==> src/hdl/awfe_pkg.sv <==
// Shared constants for the window feature extractor.
`timescale 1ns / 1ps
package awfe_pkg;

  localparam int WindowDepth = 512;
  localparam int AddrW       = $clog2(WindowDepth);
  localparam int SampleW     = 16;
  localparam int FeatW       = 24;
  localparam int NumRegs     = 6;
  localparam int PaddrW      = 5;

  // Sums over the window: signed sample sum and unsigned square sum.
  localparam int SumW   = SampleW + AddrW + 1;
  localparam int SqSumW = 2 * SampleW + AddrW;
  // Spread N*sum(v^2) - (sum v)^2 fits in this many bits.
  localparam int SpreadW = 2 * SumW;

  // Register indexes on the configuration port.
  localparam logic [2:0] RegMeanA   = 3'd0;
  localparam logic [2:0] RegMeanB   = 3'd1;
  localparam logic [2:0] RegMeanMag = 3'd2;
  localparam logic [2:0] RegScaleA  = 3'd3;
  localparam logic [2:0] RegScaleB  = 3'd4;
  localparam logic [2:0] RegScaleM  = 3'd5;

  localparam logic [31:0] MeanAReset   = 32'd34080536;
  localparam logic [31:0] MeanBReset   = 32'd32047901;
  localparam logic [15:0] MeanMagReset = 16'd476;
  localparam logic [31:0] ScaleAReset  = 32'd580980072;
  localparam logic [31:0] ScaleBReset  = 32'd1019550414;
  localparam logic [15:0] ScaleMReset  = 16'd10446;

endpackage

==> src/hdl/awfe_isqrt.sv <==
// Bit-serial integer square root, two radicand bits per cycle.
`timescale 1ns / 1ps
module awfe_isqrt (
  input  logic                         clk,
  input  logic                         rst,
  input  logic                         start,
  input  logic [awfe_pkg::SpreadW-1:0] radicand,
  output logic                         done,
  output logic [awfe_pkg::SpreadW/2-1:0] root
);
  import awfe_pkg::*;

  localparam int RootW = SpreadW / 2;
  localparam int CntW  = $clog2(RootW + 1);

  logic [SpreadW-1:0] rem_q;
  logic [SpreadW-1:0] rad_q;
  logic [RootW-1:0]   res_q;
  logic [CntW-1:0]    cnt;
  logic               busy;
  logic [SpreadW+1:0] trial;
  logic [SpreadW+1:0] rem_shift;

  // One restoring step: bring down two bits, try subtracting 4*root+1.
  assign rem_shift = {rem_q, rad_q[SpreadW-1 -: 2]};
  assign trial     = rem_shift - {{(SpreadW-RootW){1'b0}}, res_q, 2'b01};

  always_ff @(posedge clk) begin
    if (rst) begin
      busy <= 1'b0;
      done <= 1'b0;
      cnt  <= '0;
    end else begin
      done <= 1'b0;
      if (start) begin
        busy  <= 1'b1;
        rem_q <= '0;
        rad_q <= radicand;
        res_q <= '0;
        cnt   <= CntW'(RootW);
      end else if (busy) begin
        rad_q <= {rad_q[SpreadW-3:0], 2'b00};
        if (!trial[SpreadW+1]) begin
          rem_q <= trial[SpreadW-1:0];
          res_q <= {res_q[RootW-2:0], 1'b1};
        end else begin
          rem_q <= rem_shift[SpreadW-1:0];
          res_q <= {res_q[RootW-2:0], 1'b0};
        end
        cnt <= cnt - 1'b1;
        if (cnt == CntW'(1)) begin
          busy <= 1'b0;
          done <= 1'b1;
        end
      end
    end
  end

  assign root = res_q;
endmodule

==> config.mk <==
export PLATFORM = sky130hd
export DESIGN_NAME = awfe_isqrt
export DESIGN_NICKNAME = d
export VERILOG_FILES = /design/src/hdl/awfe_pkg.sv /design/src/hdl/awfe_isqrt.sv
export SDC_FILE = /design/constraint.sdc
export NUM_CORES = 1
export LEC_CHECK = 0
export ABC_AREA = 0
export CORE_ASPECT_RATIO = 1.75
export CORE_MARGIN = 5
export CORE_UTILIZATION = 40
export DETAILED_ROUTE_END_ITERATION = 16
export DONT_BUFFER_PORTS = 1
export GPL_TIMING_DRIVEN = 0
export PLACE_DENSITY_LB_ADDON = 0.15
export SYNTH_ARGS = -nofsm -noshare
export SYNTH_HDL_FRONTEND = slang
export SYNTH_SLANG_ARGS = --single-unit
==> constraint.sdc <==
create_clock -name clk -period 15.1 [get_ports clk]
set_input_delay 1.51 -clock clk [delete_from_list [all_inputs] [get_ports clk]]
set_output_delay 1.51 -clock clk [all_outputs]
set_load 0.05 [all_outputs]
==> results.yml, run 1 <==
pwr:
  p_leak_nw: 3.17
  peakVddDrop_mv: 0.0653
  total_power_mw: 1.08
  power_density_nw_per_um2: 123
global_routing:
  grt.total_usage_pct: 16.8
  grt_pass1_wl_um: 29700
  grt_pass1_vias: 5818
  overflow: 0
  antenna_found_initial: 1
  grt_max_degree: 36
drt:
  drt-total-wl_um: 18400
  vias_per_cell: 5.54
  initialDrtViolationCount: 220
  drc: 0
  first_pass_iters: 6
  vias: 5550
  ant_nets: 0
  avgRoutedWirePerCell_um: 18.4
cts:
  clock_path_buffers: 2
  hold_buffers: 0
  cts_resized: 0
  htreeDepth: 4
  clkTransAtPathRegs_ns: 0.06
  insertion_delay_ns: 0.43
  cts_setup_buffers: 0
  clockRootBuffer: "clkbuf_16"
  cts_buffers: 17
  tritoncts: "yes"
  clock-sinks: 137
logic_synthesis:
  syn_area_per_cell_um2: 10.8
  ys_seq_elements: 137
  synth_warnings: 0
  synth_cells: 724
  synth.net_count: 808
  ys_async_sr_fraction_pct: 0
  netlist_area_um2: 7790
  synth_edf_count: 130
  synth.distinct_cells: 63
  ys.flop_type: "edfxtp_1"
  seq_area_frac_synth_pct: 51.9
floorplan:
  die_h_um: 195
  coreArea_um2: 19200
  die_x_um: 116
  pin_count: 82
  rows: 67
  die_area_um2: 22500
  start_util_pct: 40.6
setup_path:
  critPathKind: "register to register"
  cp_cell_sequence: "inv_1 -> ha_1 -> o211ai_1 -> o21bai_1 -> o211ai_1 -> and3_1 -> o31ai_1 -> a41oi_2 -> nand2_2 -> buf_2 -> buf_2 -> nand2_1 -> a21oi_1"
  slowest_stage: "o31ai_1"
  crit_path_start_kind: "register"
  crit_fanout: 10
  critical-path-max-stage-delay_ns: 0.72
  worstSetupEndpointType: "register"
  required_ns: 15.36
  cp.arrival_ns: 4.75
sta:
  worst_pin_slew_ns: 1.32
  rsz0062_at_grt: "no"
  setup_slack_ns: 10.60
  maxSlewViolCount: 0
  clock_skew_ns: 0.0170
  relSlewSlack_pct: 9.86
  fmax_mhz: 222
  hold_viol: 0
  layout_min_cycle_time_ns: 4.50
  setup_tns_ns: 0
  min_period_over_period_pct: 29.8
  finalSetupViolations: 0
finish:
  drive_gt1_share_pct: 14.2
  layout_common_cells: "130 x edfxtp_1, 80 x nand2_1, 70 x a21oi_1, 68 x nor2_1, 50 x mux2_2"
  diodes: 0
  syn_to_final_growth_pct: 12.9
  fin_nets: 831
  final_common_cell: "edfxtp_1"
  fillCellCount: 1795
placement:
  globalplace.congestion: 0.888
  pre_cts_slack_ns: 10.59
  hpwl_um: 13800
  port-buffer-count: 0
job:
  maxCapViolCount: 0
status:
  status: "completed"
hold_path:
  timing.hold.worst.class: "register to register"
[critical path: cells and delay by family (launching register included)]
kind                       cells  cell delay [ns]
AOI/OAI and AO/OA              6             1.89
buffers and inverters          3             0.79
DFF                            1             0.66
and+or+nand+nor                3             0.61
adders and majority gates      1             0.38
[power breakdown]
group          switching [mW]  total, mW  internal, mW
clock                   0.183      0.434         0.250
combinational           0.101      0.168        0.0669
sequential             0.0283      0.477         0.449
[cell type report]
cell class                      instances  area, um2  area share, %
Buffer                                 36        151           1.72
Clock buffer                           17        425           4.84
Clock inverter                         15        180           2.05
Inverter                               33        124           1.41
Multi-Input combinational cell        518       3480           39.6
Sequential cell                       137       4040           46.0
Tap cell                              241        302           3.43
Timing Repair Buffer                    4       87.6          0.996
[synth_stat cells, types with 3 or more instances]
master | instances | area (um2)
nor4_1 | 10 | 62.6
or4_1 | 14 | 105
o211ai_1 | 6 | 45.0
nor2_1 | 69 | 259
nand2b_1 | 4 | 25.0
and2_1 | 4 | 25.0
a211oi_1 | 5 | 37.5
xnor2_1 | 17 | 149
a2111oi_0 | 3 | 26.3
nand3_1 | 6 | 30.0
dfxtp_1 | 7 | 140
edfxtp_1 | 130 | 3900
xor2_1 | 15 | 131
a21oi_1 | 70 | 350
nor2b_1 | 10 | 62.6
a21o_1 | 10 | 75.1
or3_1 | 10 | 62.6
buf_2 | 4 | 20.0
nand2_1 | 80 | 300
mux2_2 | 50 | 563
ha_1 | 29 | 363
mux2_1 | 4 | 45.0
o31ai_1 | 12 | 90.1
nand4_1 | 7 | 43.8
a211o_1 | 3 | 26.3
o21ai_0 | 21 | 105
or2_2 | 5 | 31.3
o21a_1 | 5 | 37.5
nor3_1 | 11 | 55.1
clkbuf_1 | 29 | 109
inv_1 | 33 | 124
[path summary, 6_finish.rpt]
check        startpoint        end  slack (ns)  cells after the start
min reg2reg      cnt[3]       done        0.53                      1
max             root[0]  rem_q[26]       10.60                     13
max reg2reg     root[0]  rem_q[26]       10.60                     13
min              cnt[3]       done        0.53                      1
[logic make-up after synthesis]
kind of cell	count (synthesis)	synth area share (%)
adder cells (fa/ha/maj)	29	4.66
AO/OA/AOI/OAI	154	12.5
XOR/XNOR	32	3.60
AND/OR/NAND/NOR	248	15.9
flip-flops	137	51.9
multiplexers	55	7.93
buffers and inverters	69	3.53
[metal layers]
layer	up-vias	GRT usage (%)	routed length, um
li1	2724	-	-
met4	2	5.83	438
met2	128	30.9	10000
met3	32	4.51	887
met5	-	0	13
met1	2664	17.9	7070
[stage by stage]
| stage | std cells | hold slack, ns | cell area [um2] | utilization [%] |
|---|---|---|---|---|
| finish | 1001 | 0.530 | 8790 | 45.8 |
| global route | 1001 | 0.540 | 8790 | 45.8 |
| CTS | 1001 | 0.521 | 8790 | 45.8 |
| detailed placement | 969 | 0.499 | 8190 | 42.7 |
| global placement | 965 | 0.490 | 8090 | 42.2 |
| floorplan | 724 | 0.462 | 7790 | - |
[flip-flops by register name, indices dropped and copies added, names as in the netlist]
| name | count |
|---|---|
| cnt | 5 |
| busy | 1 |
| done | 1 |
| rad_q | 52 |
| rem_q | 52 |
| root | 26 |
Power figures use the tool's default switching activity.
==> run 2, diff against run 1 <==
- clock period: 15.1 -> 4.49 ns (I/O delays scaled with it)
==> results.yml, run 2 (same netlist as run 1, synthesis figures left out) <==
placement:
  hpwl_um: 13800
  pre_cts_slack_ns: 0.0293
  port-buffer-count: 0
  globalplace.congestion: 0.902
setup_path:
  worstSetupEndpointType: "register"
  cp_cell_sequence: "inv_1 -> ha_1 -> nor2b_1 -> o2111ai_1 -> a2111oi_0 -> nand4b_1 -> nand2_1 -> o211ai_1 -> nor4_1 -> mux2_1"
  r2r-start: "root[0]"
  r2r_end: "rem_q[42]"
  rrSetupSlack_ns: 0.22
  timing.critical_path.from: "root[0]"
  required_ns: 4.66
  crit_fanout: 7
  cp.arrival_ns: 4.44
  critPathKind: "register to register"
  reg2reg_depth: 10
  crit_path_start_kind: "register"
  critical-path-max-stage-delay_ns: 0.95
  slowest_stage: "a2111oi_0"
pwr:
  swShare_pct: 28.9
  power_density_nw_per_um2: 420
  total_power_mw: 3.70
  combPwrFrac_pct: 15.3
  internal_power_mw: 2.63
  peakVddDrop_mv: 0.251
  clkPwrFrac_pct: 41.4
  power_frac_seq_pct: 43.4
  switchingPower_mw: 1.07
  p_leak_nw: 3.20
drt:
  drt-total-wl_um: 18700
  vias: 5587
  vias_per_cell: 5.58
  avgRoutedWirePerCell_um: 18.7
  first_pass_iters: 4
  initialDrtViolationCount: 284
  ant_nets: 0
  drc: 0
global_routing:
  grt_pass1_wl_um: 30300
  overflow: 0
  grt_max_degree: 37
  grt_pass1_vias: 6005
  antenna_found_initial: 0
  grt.total_usage_pct: 17.1
sta:
  min_period_over_period_pct: 95.1
  worst_pin_slew_ns: 1.02
  layout_min_cycle_time_ns: 4.27
  fmax_mhz: 234
  relSlewSlack_pct: 30.3
  setup_tns_ns: 0
  clock_skew_ns: 0.0113
  rsz0062_at_grt: "no"
  maxSlewViolCount: 0
  finalSetupViolations: 0
  hold_viol: 0
  setup_slack_ns: 0.221
finish:
  syn_to_final_growth_pct: 13.1
  fin_nets: 831
  final_common_cell: "edfxtp_1"
  layout_common_cells: "130 x edfxtp_1, 80 x nand2_1, 70 x a21oi_1, 68 x nor2_1, 50 x mux2_2"
  diodes: 0
  drive_gt1_share_pct: 14.2
cts:
  hold_buffers: 0
  clock-sinks: 137
  tritoncts: "yes"
  clkTransAtPathRegs_ns: 0.06
  cts_resized: 0
  cts_buffers: 17
  clock_path_buffers: 2
  cts_setup_buffers: 0
  insertion_delay_ns: 0.42
  htreeDepth: 4
  clockRootBuffer: "clkbuf_16"
floorplan:
  die_area_um2: 22500
  rows: 67
  pin_count: 82
  die_h_um: 195
  start_util_pct: 40.6
  die_x_um: 116
  coreArea_um2: 19200
status:
  status: "completed"
hold_path:
  min_from: "radicand[0]"
  hold_depth: 1
  min_to: "rad_q[0]"
  timing.hold.worst.class: "input port to register"
job:
  maxCapViolCount: 0
run 2: worst max path at each step:
| stage | to | slack [ns] | cells after the start |
|---|---|---|---|
| floorplan | rad_q[0] | 0.79 | 5 |
| global placement | root[10] | -0.69 | 5 |
| detailed placement | rem_q[26] | 0.03 | 13 |
| CTS | rem_q[2] | 0.007 | 13 |
| global route | rem_q[6] | 0.004 | 13 |
| finish | rem_q[42] | 0.22 | 10 |
run 2: layout make-up:
cell class	count	area [um2]
inverter	33	124
clock buffer	17	425
timing repair buffer	4	72.6
fill	1814	10400
buffer	36	151
tap	241	302
clock inverter	15	205
sequential	137	4040
multi-input combinational	518	3490
run 2: critical path, delay by kind of cell (launching register included):
family / cells / cell delay [ns]
adders and majority gates: 1 / 0.38
DFF: 1 / 0.66
AOI/OAI and AO/OA: 3 / 1.73
and+or+nand+nor: 4 / 0.73
muxes: 1 / 0.34
buffers and inverters: 1 / 0.18
run 2: per-layer routing:
| metal | share of wire [%] | global-route usage, % |
|---|---|---|
| met5 | 0 | 0 |
| met4 | 2.9 | 6.88 |
| met1 | 39 | 18.3 |
| met2 | 54 | 30.9 |
| met3 | 4.4 | 4.79 |
run 2: per-stage QoR:
stage / util, % / instance area [um2] / std cells / hold slack (ns)
final: 45.9 / 8810 / 1001 / 0.233
after global routing: 45.9 / 8810 / 1001 / 0.215
after CTS: 45.8 / 8790 / 1000 / 0.221
after detailed placement: 42.5 / 8160 / 968 / 0.491
after global placement: 42.2 / 8100 / 965 / 0.492
after floorplan: - / 7800 / 724 / 0.462
run 2: power by group through the flow:
stage / Combinational (mW) / Clock, mW / Sequential, mW
after floorplan: 0.435 / 0 / 1.62
after global placement: 0.547 / 0 / 1.64
after detailed placement: 0.564 / 0 / 1.63
after CTS: 0.566 / 1.56 / 1.61
after global routing: 0.633 / 1.62 / 1.62
final: 0.565 / 1.53 / 1.61
==> run 3, diff against run 2 <==
- GPL_TIMING_DRIVEN: 0 -> 1
- RECOVER_POWER: unset -> 100
==> results.yml, run 3 (same netlist as run 1, synthesis figures left out) <==
setup_path:
  r2r-start: "root[5]"
  r2r_end: "rem_q[44]"
  reg2reg_depth: 12
  required_ns: 4.66
  crit_path_start_kind: "register"
  cp.arrival_ns: 4.19
  crit_fanout: 8
  worstSetupEndpointType: "register"
  critPathKind: "register to register"
  rrSetupSlack_ns: 0.47
finish:
  diodes: 0
  final_common_cell: "edfxtp_1"
  fillCellCount: 1836
  fin_nets: 823
  finalCoreUtilization_pct: 45.4
  multi_input_area_um2: 3460
  layoutNonFillerInstCount: 993
  regArea_um2: 4040
  layout_common_cells: "130 x edfxtp_1, 80 x nand2_1, 70 x a21oi_1, 68 x nor2_1, 48 x mux2_2"
  drive_gt1_share_pct: 14.1
  syn_to_final_growth_pct: 11.8
drt:
  drc: 0
  ant_nets: 0
  first_pass_iters: 4
  initialDrtViolationCount: 284
  avgRoutedWirePerCell_um: 17.5
  vias: 5503
  drt-total-wl_um: 17300
  vias_per_cell: 5.54
pwr:
  p_leak_nw: 3.16
  power_density_nw_per_um2: 407
  peakVddDrop_mv: 0.267
floorplan:
  die_x_um: 116
  coreArea_um2: 19200
  rows: 67
  die_h_um: 195
  pin_count: 82
  start_util_pct: 40.6
  die_area_um2: 22500
cts:
  insertion_delay_ns: 0.43
  clockRootBuffer: "clkbuf_16"
  htreeDepth: 4
  cts_setup_buffers: 0
  hold_buffers: 0
  clock_path_buffers: 2
  clkTransAtPathRegs_ns: 0.06
  clock-sinks: 137
  tritoncts: "yes"
  cts_resized: 0
  cts_buffers: 17
hold_path:
  min_to: "cnt[3]"
  timing.hold.worst.class: "input port to register"
  min_from: "rst"
  hold_depth: 1
status:
  status: "finished, violations left"
  violations: "max-capacitance violations, max-slew violations"
global_routing:
  grt_max_degree: 143
  grt_pass1_vias: 5888
  antenna_found_initial: 0
  overflow: 0
  grt_pass1_wl_um: 28700
  grt.total_usage_pct: 16.1
sta:
  clock_skew_ns: 0.00817
  min_period_over_period_pct: 89.6
  worst_pin_slew_ns: 2.59
  finalSetupViolations: 0
  hold_viol: 0
  layout_min_cycle_time_ns: 4.02
  maxSlewViolCount: 132
  setup_tns_ns: 0
  rsz0062_at_grt: "no"
  fmax_mhz: 249
  relSlewSlack_pct: -73.0
placement:
  dpl.cell_count: 961
  hpwl_um: 11900
  port-buffer-count: 0
  globalplace.congestion: 0.863
job:
  maxCapViolCount: 2
## run 3: cell types whose count changed in the layout (fill, tap and decap cells not counted), sizes merged
cell,delta
inv,-6
bufinv,-3
buf,+1
clkinv,+1
dlymetal6s2s,-1
## run 3: through the flow
step           total power [mW]  cell area (um2)  worst slack [ns]  hold slack [ns]
2_1_floorplan              2.05             7800             0.793            0.462
3_3_place_gp               2.17             8200             0.778            0.492
4_1_cts                    3.59             8800             0.690           0.0621
6_report                   3.54             8710             0.467           0.0854
5_1_grt                    3.71             8710             0.210           0.0659
3_5_place_dp               2.17             8200             0.698            0.491
## run 3: cell type report
cell class	instances	area share, %
clock buffer	25	6.31
clock inverter	7	0.589
inverter	33	1.42
multi-input combinational	518	39.8
sequential	137	46.4
tap	241	3.46
timing repair buffer	32	2.03
## run 3: how the worst max path moves through the flow
stage,from,end,cells after the start
floorplan,start,rad_q[0],5
global placement,root[0],rem_q[49],13
detailed placement,root[0],rem_q[49],13
CTS,root[0],rem_q[49],13
global route,root[5],rem_q[44],12
finish,root[5],rem_q[44],12
## run 3: metal layers
layer | track usage, % | wire length [um] | up-vias
li1 | - | - | 2695
met1 | 17.0 | 6820 | 2654
met4 | 7.40 | 459 | 0
met2 | 28.6 | 9220 | 123
met5 | 0 | 0 | -
met3 | 4.79 | 841 | 31
## run 3: power breakdown
part | total [mW] | internal [mW] | switching [mW]
registers | 1.57 | 1.52 | 0.0528
logic | 0.573 | 0.221 | 0.352
clock network | 1.40 | 0.853 | 0.547
## run 3: critical path, stage by stage, from the launching register on
cell and delay, ns:
edfxtp_1 0.32, clkbuf_1 0.49, inv_1 0.17, ha_1 0.41, a21oi_1 0.15, o21ai_0 0.15
a211oi_1 0.50, nor3_1 0.15, nor2_1 0.19, a31o_2 0.23, nand3_1 0.26, nor4_1 0.38
mux2_1 0.36
